===== src/rtl/core/ibeg_pkg.sv =====
// ----------------------------------------------------------------------------
// ibeg_pkg: shared types and codes for the instruction boundary gate
// Beat structs, action, exception and program-reason codes, instruction
// classes, register indexes, MSR, event, gate and perf-control bit positions.
// ----------------------------------------------------------------------------
package ibeg_pkg;

    typedef struct packed {
        logic [31:0] insn_addr;
        logic [6:0]  msr_bits;
        logic [3:0]  irq_events;
        logic        fetch_fault;
        logic        insn_known;
        logic [3:0]  insn_gates;
        logic        handler_present;
        logic [1:0]  insn_class;
        logic [31:0] next_addr;
        logic        handler_raised;
    } ibeg_in_t;

    typedef struct packed {
        logic [2:0]  action;
        logic [3:0]  exception_kind;
        logic [31:0] exception_addr;
        logic [1:0]  program_reason;
        logic [31:0] counter_one;
        logic [31:0] counter_two;
        logic        perf_irq_pending;
    } ibeg_out_t;

    // action codes
    localparam logic [2:0] ACT_NAP         = 3'd0;
    localparam logic [2:0] ACT_EXECUTED    = 3'd1;
    localparam logic [2:0] ACT_EXCEPTION   = 3'd2;
    localparam logic [2:0] ACT_FETCH_ABORT = 3'd3;
    localparam logic [2:0] ACT_HALT        = 3'd4;

    // exception kinds
    localparam logic [3:0] EXC_NONE    = 4'd0;
    localparam logic [3:0] EXC_SMI     = 4'd1;
    localparam logic [3:0] EXC_EXT     = 4'd2;
    localparam logic [3:0] EXC_DEC     = 4'd3;
    localparam logic [3:0] EXC_PERF    = 4'd4;
    localparam logic [3:0] EXC_IABR    = 4'd5;
    localparam logic [3:0] EXC_PROGRAM = 4'd6;
    localparam logic [3:0] EXC_FP_UNAV = 4'd7;
    localparam logic [3:0] EXC_VEC_UNAV = 4'd8;
    localparam logic [3:0] EXC_TRACE   = 4'd9;

    // program exception reasons
    localparam logic [1:0] PRG_NONE       = 2'd0;
    localparam logic [1:0] PRG_ILLEGAL    = 2'd1;
    localparam logic [1:0] PRG_PRIVILEGED = 2'd2;

    // instruction classes
    localparam logic [1:0] CLS_BRANCH = 2'd1;
    localparam logic [1:0] CLS_RFI    = 2'd2;

    // configuration register indexes
    localparam logic REG_IABR = 1'b0;
    localparam logic REG_PERF = 1'b1;

    // MSR bit positions
    localparam int MSR_EE  = 0;
    localparam int MSR_IR  = 1;
    localparam int MSR_PR  = 2;
    localparam int MSR_FP  = 3;
    localparam int MSR_VEC = 4;
    localparam int MSR_SE  = 5;
    localparam int MSR_BE  = 6;

    // irq_events bit positions
    localparam int EV_SMI = 0;
    localparam int EV_EXT = 1;
    localparam int EV_DEC = 2;
    localparam int EV_NAP = 3;

    // insn_gates bit positions
    localparam int GATE_UNIMPL = 0;
    localparam int GATE_SUPER  = 1;
    localparam int GATE_FP     = 2;
    localparam int GATE_VEC    = 3;

    // perf_control fields
    localparam int PERF_FREEZE    = 31;
    localparam int PERF_MASTER_EN = 26;
    localparam int PERF_ONE_EN    = 15;
    localparam int PERF_TWO_EN    = 14;
    localparam logic [6:0] SEL_INSN_A = 7'd1;
    localparam logic [6:0] SEL_INSN_B = 7'd2;

    localparam logic [31:0] IABR_ADDR_MASK = 32'hFFFF_FFFC;
    localparam logic [31:0] MSB_EDGE_VALUE = 32'h7FFF_FFFF;
    localparam logic [31:0] INSN_BYTES     = 32'd4;

endpackage


===== src/rtl/core/insn_boundary_exception_gate.sv =====
// ----------------------------------------------------------------------------
// insn_boundary_exception_gate: exception priority and perf counter gate
// Decides, per instruction boundary, nap, exception, fetch abort, halt or
// execute, and keeps the pending interrupts and two perf counters.
// ----------------------------------------------------------------------------
// Usage:
//   Input channel (in_valid/in_ready/in_data) carries one beat per
//   instruction boundary. Output channel (out_valid/out_ready/out_data)
//   returns exactly one result beat for each input beat, in order.
//   Configuration is a plain write port (cfg_we/cfg_index/cfg_data):
//   index 0 writes the IABR word, index 1 writes perf control. Write only
//   while no beat is in flight.
//   Path: an accepted beat lands in the input stage; its result is
//   registered as that stage advances and shown on out_valid from then on.
//   Throughput: one beat per cycle unless the result side stalls. The
//   pending flags and counters are updated at the same edge that registers
//   the result, so the next beat in the input stage always sees them settled.
//   Stall: while out_valid is high and out_ready low, the result holds and
//   the input stage holds; in_ready drops only when both stages are full.
//   Reset: rst_n low clears both stages, the pending flags, the nap flag,
//   both counters and both configuration registers.
// ----------------------------------------------------------------------------
module insn_boundary_exception_gate
    import ibeg_pkg::*;
(
    input  logic        clk,
    input  logic        rst_n,
    input  logic        in_valid,
    output logic        in_ready,
    input  ibeg_in_t    in_data,
    output logic        out_valid,
    input  logic        out_ready,
    output ibeg_out_t   out_data,
    input  logic        cfg_we,
    input  logic        cfg_index,
    input  logic [31:0] cfg_data
);

    // configuration
    logic [31:0] iabr_reg;
    logic [31:0] perf_ctl_reg;

    // architectural state
    logic        smi_pend_reg, smi_pend_next;
    logic        dec_pend_reg, dec_pend_next;
    logic        perf_pend_reg, perf_pend_next;
    logic        nap_reg, nap_next;
    logic [31:0] cnt_one_reg, cnt_one_next;
    logic [31:0] cnt_two_reg, cnt_two_next;

    // pipeline
    logic        s1_valid_reg;
    ibeg_in_t    s1_reg;
    logic        out_valid_reg;
    ibeg_out_t   out_reg, out_next;
    logic        advance;

    // The input stage moves on when the result register is free or drains now.
    assign advance  = s1_valid_reg && (!out_valid_reg || out_ready);
    assign in_ready = !s1_valid_reg || advance;

    assign out_valid = out_valid_reg;
    assign out_data  = out_reg;

    always_ff @(posedge clk or negedge rst_n)
    begin
        if (!rst_n)
        begin
            iabr_reg     <= '0;
            perf_ctl_reg <= '0;
        end
        else if (cfg_we)
        begin
            unique case (cfg_index)
                REG_IABR: iabr_reg     <= cfg_data;
                REG_PERF: perf_ctl_reg <= cfg_data;
                default:  iabr_reg     <= iabr_reg;
            endcase
        end
    end

    // Input stage: take a beat whenever there is room.
    always_ff @(posedge clk or negedge rst_n)
    begin
        if (!rst_n)
            s1_valid_reg <= 1'b0;
        else if (in_ready)
            s1_valid_reg <= in_valid;
    end

    always_ff @(posedge clk)
    begin
        if (in_ready && in_valid)
            s1_reg <= in_data;
    end

    // Result stage and state update, both on advance.
    always_ff @(posedge clk or negedge rst_n)
    begin
        if (!rst_n)
        begin
            out_valid_reg <= 1'b0;
            smi_pend_reg  <= 1'b0;
            dec_pend_reg  <= 1'b0;
            perf_pend_reg <= 1'b0;
            nap_reg       <= 1'b0;
            cnt_one_reg   <= '0;
            cnt_two_reg   <= '0;
        end
        else
        begin
            if (advance)
            begin
                out_valid_reg <= 1'b1;
                smi_pend_reg  <= smi_pend_next;
                dec_pend_reg  <= dec_pend_next;
                perf_pend_reg <= perf_pend_next;
                nap_reg       <= nap_next;
                cnt_one_reg   <= cnt_one_next;
                cnt_two_reg   <= cnt_two_next;
            end
            else if (out_ready)
            begin
                out_valid_reg <= 1'b0;
            end
        end
    end

    always_ff @(posedge clk)
    begin
        if (advance)
            out_reg <= out_next;
    end

    // Boundary decision for the beat in the input stage.
    always_comb
    begin
        logic        ee;
        logic        ext_line;
        logic        smi_p;
        logic        dec_p;
        logic        nap_p;
        logic        perf_p;
        logic        wake;
        logic        iabr_hit;
        logic        cnt_run;
        logic [6:0]  sel_one;
        logic [6:0]  sel_two;
        logic        inc_one;
        logic        inc_two;
        logic        taken;
        logic [2:0]  act;
        logic [3:0]  kind;
        logic [31:0] eaddr;
        logic [1:0]  reason;
        logic        execute;

        ee       = s1_reg.msr_bits[MSR_EE];
        ext_line = s1_reg.irq_events[EV_EXT];

        // latch requests first
        smi_p  = smi_pend_reg | s1_reg.irq_events[EV_SMI];
        dec_p  = dec_pend_reg | s1_reg.irq_events[EV_DEC];
        nap_p  = nap_reg | s1_reg.irq_events[EV_NAP];
        perf_p = perf_pend_reg;
        wake   = ee && (smi_p || ext_line || dec_p || perf_p);

        iabr_hit = iabr_reg[1]
                && (((s1_reg.insn_addr ^ iabr_reg) & IABR_ADDR_MASK) == '0)
                && (iabr_reg[0] == s1_reg.msr_bits[MSR_IR]);

        act     = ACT_EXECUTED;
        kind    = EXC_NONE;
        eaddr   = '0;
        reason  = PRG_NONE;
        execute = 1'b0;

        priority if (nap_p && !wake)
        begin
            act = ACT_NAP;
        end
        else if (ee && smi_p)
        begin
            smi_p = 1'b0;
            act   = ACT_EXCEPTION;
            kind  = EXC_SMI;
            eaddr = s1_reg.insn_addr;
        end
        else if (ee && ext_line)
        begin
            act   = ACT_EXCEPTION;
            kind  = EXC_EXT;
            eaddr = s1_reg.insn_addr;
        end
        else if (ee && dec_p)
        begin
            dec_p = 1'b0;
            act   = ACT_EXCEPTION;
            kind  = EXC_DEC;
            eaddr = s1_reg.insn_addr;
        end
        else if (ee && perf_p)
        begin
            perf_p = 1'b0;
            act    = ACT_EXCEPTION;
            kind   = EXC_PERF;
            eaddr  = s1_reg.insn_addr;
        end
        else if (iabr_hit)
        begin
            act   = ACT_EXCEPTION;
            kind  = EXC_IABR;
            eaddr = s1_reg.insn_addr;
        end
        else if (s1_reg.fetch_fault)
        begin
            act = ACT_FETCH_ABORT;
        end
        else if (!s1_reg.insn_known || s1_reg.insn_gates[GATE_UNIMPL])
        begin
            act    = ACT_EXCEPTION;
            kind   = EXC_PROGRAM;
            eaddr  = s1_reg.insn_addr;
            reason = PRG_ILLEGAL;
        end
        else if (s1_reg.insn_gates[GATE_SUPER] && s1_reg.msr_bits[MSR_PR])
        begin
            act    = ACT_EXCEPTION;
            kind   = EXC_PROGRAM;
            eaddr  = s1_reg.insn_addr;
            reason = PRG_PRIVILEGED;
        end
        else if (s1_reg.insn_gates[GATE_FP] && !s1_reg.msr_bits[MSR_FP])
        begin
            act   = ACT_EXCEPTION;
            kind  = EXC_FP_UNAV;
            eaddr = s1_reg.insn_addr;
        end
        else if (s1_reg.insn_gates[GATE_VEC] && !s1_reg.msr_bits[MSR_VEC])
        begin
            act   = ACT_EXCEPTION;
            kind  = EXC_VEC_UNAV;
            eaddr = s1_reg.insn_addr;
        end
        else if (!s1_reg.handler_present)
        begin
            act = ACT_HALT;
        end
        else
        begin
            execute = 1'b1;
        end

        // a wake always clears the nap, even if nap was entered this beat
        nap_next = nap_p && !wake;

        // perf counters advance only on executed instructions
        cnt_run = (perf_ctl_reg != '0) && !perf_ctl_reg[PERF_FREEZE];
        sel_one = perf_ctl_reg[12:6];
        sel_two = {1'b0, perf_ctl_reg[5:0]};
        inc_one = execute && cnt_run && (sel_one == SEL_INSN_A || sel_one == SEL_INSN_B);
        inc_two = execute && cnt_run && (sel_two == SEL_INSN_A || sel_two == SEL_INSN_B);

        cnt_one_next = inc_one ? cnt_one_reg + 32'd1 : cnt_one_reg;
        cnt_two_next = inc_two ? cnt_two_reg + 32'd1 : cnt_two_reg;

        // MSB going 0 to 1 requests the perf interrupt when the master and counter enables are set
        if (perf_ctl_reg[PERF_MASTER_EN])
        begin
            if (inc_one && perf_ctl_reg[PERF_ONE_EN] && cnt_one_reg == MSB_EDGE_VALUE)
                perf_p = 1'b1;
            if (inc_two && perf_ctl_reg[PERF_TWO_EN] && cnt_two_reg == MSB_EDGE_VALUE)
                perf_p = 1'b1;
        end

        // single-step and taken-branch trace
        taken = (s1_reg.insn_class == CLS_BRANCH)
             && (s1_reg.next_addr != s1_reg.insn_addr + INSN_BYTES);
        if (execute && !s1_reg.handler_raised && s1_reg.insn_class != CLS_RFI
            && (s1_reg.msr_bits[MSR_SE] || (s1_reg.msr_bits[MSR_BE] && taken)))
        begin
            kind  = EXC_TRACE;
            eaddr = s1_reg.next_addr;
        end

        smi_pend_next  = smi_p;
        dec_pend_next  = dec_p;
        perf_pend_next = perf_p;

        out_next.action           = act;
        out_next.exception_kind   = kind;
        out_next.exception_addr   = eaddr;
        out_next.program_reason   = reason;
        out_next.counter_one      = cnt_one_next;
        out_next.counter_two      = cnt_two_next;
        out_next.perf_irq_pending = perf_p;
    end

endmodule


===== config.mk =====
export PLATFORM = sky130hd
export DESIGN_NAME = insn_boundary_exception_gate
export DESIGN_NICKNAME = d
export VERILOG_FILES = /design/src/rtl/core/ibeg_pkg.sv /design/src/rtl/core/insn_boundary_exception_gate.sv
export SDC_FILE = /design/constraint.sdc
export NUM_CORES = 1
export LEC_CHECK = 0
export BUFFER_PORTS_ARGS = -buffer_cell sky130_fd_sc_hd__clkbuf_2
export CAP_MARGIN = 0
export CORE_AREA = 2 2 253 255
export DETAILED_ROUTE_END_ITERATION = 10
export DIE_AREA = 0 0 255 257
export MAX_ROUTING_LAYER = met4
export PLACE_DENSITY = 0.45
export SYNTH_ARGS = -nofsm -noshare
export SYNTH_HDL_FRONTEND = slang
export SYNTH_SLANG_ARGS = --single-unit

===== constraint.sdc =====
create_clock -name clk -period 4.3 [get_ports clk]
set_input_delay 0.86 -clock clk [delete_from_list [all_inputs] [get_ports clk]]
set_output_delay 0.86 -clock clk [all_outputs]
set_load 0.03 [all_outputs]

==> metrics.yaml <==
rows: 92
io_buffers: 230
synth-edff-count: 191
powerDensity_mw_per_mm2: 425
max_freq_mhz: 266
cp-endpoint: "out_data[99]"
crit_path_max_fanout: 13
grtUsageMet1_pct: 17.2
numCtsBuffers: 40
netlist_area_mm2: 0.0149
cts_tree: "done"
syn_inst: 1198
synth_top_area_cell: "edfxtp_1"
grt_pass1_wl_um: 66800
grt_overflow: 0
grt_busiest_layer: "met2"
start_util_pct: 23.7
outcome: "finished, final reports clean"
period_share_pct: 87.5
critPathKind: "reg -> reg"
clock_latency_ns: 0.57
max-cap-violations: 0
drt_wl_total_um: 44600
cts_resized: 0
fin_setup_tns_ns: 0
largest_reg_flops: 106
startpoint_type: "flip-flop"
final-max-slew-violation-count: 0
ios: 231
ctsHoldBuffers: 0
clock_skew_ns: 0.0366
syn_to_final_growth_pct: 22.7
fin_nets: 1543
drcViolationCount: 0
antenna_found_initial: 12
grt_usage_pct: 13.9
cts-root-buf: "clkbuf_16"
placed_cells: 2221
ys_ff_latch: 325
die_area_mm2: 0.0655
yosysWarnings: 0
hold_slack_ns: 0.357
clk_pin_slew_worst_paths_ns: 0.06
required_ns: 4.53
synthTopCellsByArea: "edfxtp_1 (39%), dfrtp_1 (23%), xnor2_1 (6.8%)"
rsz0062_at_grt: "no"
ctsLongestPathBuffers: 3
power.static_leakage_nw: 7.13
place_congestion: 0.784
slew-limit-headroom_pct: 29.0
avgRoutedWirePerCell_um: 19.3
timing_hold_violations_final: 0
vias: 10400
crit_start: "s1_reg[65]"
post-cts-setup-buffers: 0
core-area_mm2: 0.0627
cts_max_level: 2
grt_pass1_vias: 10500
async_flop_share_pct: 41.2
chipHeight_um: 257
min_path_type: "in -> async"
layout_min_cycle_time_ns: 3.76
r2r_end: "out_data[99]"
critPathCaptureType: "flip-flop"
drive_gt1_share_pct: 27.2
setup-violations-final: 0
die_w_um: 255
ant_nets: 0
grt_use_met2_pct: 22.3
peakVddDrop_mv: 0.263
ys.flop_type: "edfxtp_1"
r2r-start: "s1_reg[65]"
worstPathArrival_ns: 4.00
ff2ff_path_depth: 9
clock_sinks: 325
drtIter0Drc: 680
ys_types: 59
synth_area_per_cell_um2: 12.4
yosysTopAreaCellShare_pct: 38.5
grt_max_degree: 99
worst_pin_slew_ns: 1.07
dr.pass1.iters: 7
ys_seq_area_share_pct: 61.0
place_hpwl_um: 32300
met3_usage_pct: 3.67
viasPerCell: 4.50
stdcell_count: 2303
regToRegSetupSlack_ns: 0.54
synth_nets: 1324
per-layer routing:
| layer | wire, um | vias up |
|---|---|---|
| met3 | 3070 | 66 |
| met2 | 21300 | 343 |
| met4 | 933 | 0 |
| li1 | - | 4868 |
| met1 | 19200 | 5097 |
| met5 | 0 | - |
through the flow:
step	util (%)	area, um2	total power [mW]	setup WS, ns
floorplan	-	14900	4.26	0.630
global placement	27.1	17000	4.60	0.663
detailed placement	27.1	17000	4.62	0.649
CTS	29.1	18200	7.91	0.579
global route	29.1	18300	8.11	0.472
finish	29.1	18300	7.77	0.537
cells in the mapped netlist, drive strengths merged (3+ instances only):
master	number
a211oi	3
a21oi	13
a311oi	3
a31oi	7
a32oi	33
and2	6
and3	15
and4	7
buf	25
clkbuf	45
dfrtp	134
edfxtp	191
ha	3
inv	15
mux2	69
nand2	61
nand2b	5
nand3	85
nand4	46
nor2	69
nor2b	3
nor3	48
nor4	24
o21ai	44
o31ai	4
or2	5
or3	6
or4	3
xnor2	116
xor2	84
worst max-delay path, stage by stage (launching register included):
cell and delay (ns):
edfxtp_1 0.66, and4_1 0.36, and3_1 0.43, nand3_1 0.15, or4bb_1 0.51, a221oi_1 0.49
nand4_1 0.16, nor3_2 0.16, buf_4 0.27, o21ai_0 0.23
placed cells by master, fill, tap and decap left out, types with 5 or more instances in the layout:
master,Yosys,final
a31oi_1,7,7
buf_4,0,16
clkbuf_2,1,229
nor2_1,69,69
edfxtp_1,191,191
clkbuf_16,0,41
xnor2_1,116,116
nand2b_1,5,5
nand2_1,60,60
and3_1,15,15
and4_1,7,7
nor3_1,48,46
or3_1,5,5
clkinv_2,0,8
a21oi_1,13,12
nor4_1,23,22
a32oi_1,33,33
diode_2,0,10
nand4_1,46,46
or2_2,5,5
clkbuf_1,44,11
o21ai_0,44,44
inv_1,15,14
nand3_1,85,85
xor2_1,84,84
dfrtp_1,134,134
mux2_2,69,69
cell type report:
type	count	area (um2)
antenna	10	25.0
clock buffer	55	1110
clock inverter	17	146
fill	6507	44500
inverter	15	58.8
multi-input combinational	788	5490
sequential	325	9090
tap	846	1060
timing repair buffer	247	1300
how the worst min path moves through the flow:
stage | startpoint | endpoint | slack [ns] | cells past startpoint
after CTS | rst_n | cnt_one_reg[21] | 0.42 | 1
after floorplan | nap_reg | nap_reg | 0.45 | 2
final | rst_n | cnt_one_reg[22] | 0.36 | 1
after global routing | in_data[21] | s1_reg[21] | 0.43 | 1
after detailed placement | nap_reg | nap_reg | 0.48 | 2
after global placement | nap_reg | nap_reg | 0.46 | 2
logic make-up (layout without fill, tap and decap cells):
kind of cell / Yosys count / in the layout / synth area share, %
AND/OR/NAND/NOR: 394 / 394 / 13.7
XOR/XNOR: 200 / 200 / 11.8
other: 0 / 10 / 0
flip-flops: 325 / 325 / 61.0
adder cells (fa/ha/maj): 3 / 3 / 0.252
multiplexers: 71 / 71 / 5.35
AO/OA/AOI/OAI: 120 / 120 / 5.55
buffers and inverters: 85 / 334 / 2.30
where the power goes:
group	internal [mW]	switching (mW)
Sequential	3.56	0.188
Clock	1.87	1.35
Combinational	0.294	0.492
Total	5.73	2.03
No activity file was read; power rests on OpenSTA's default activity.
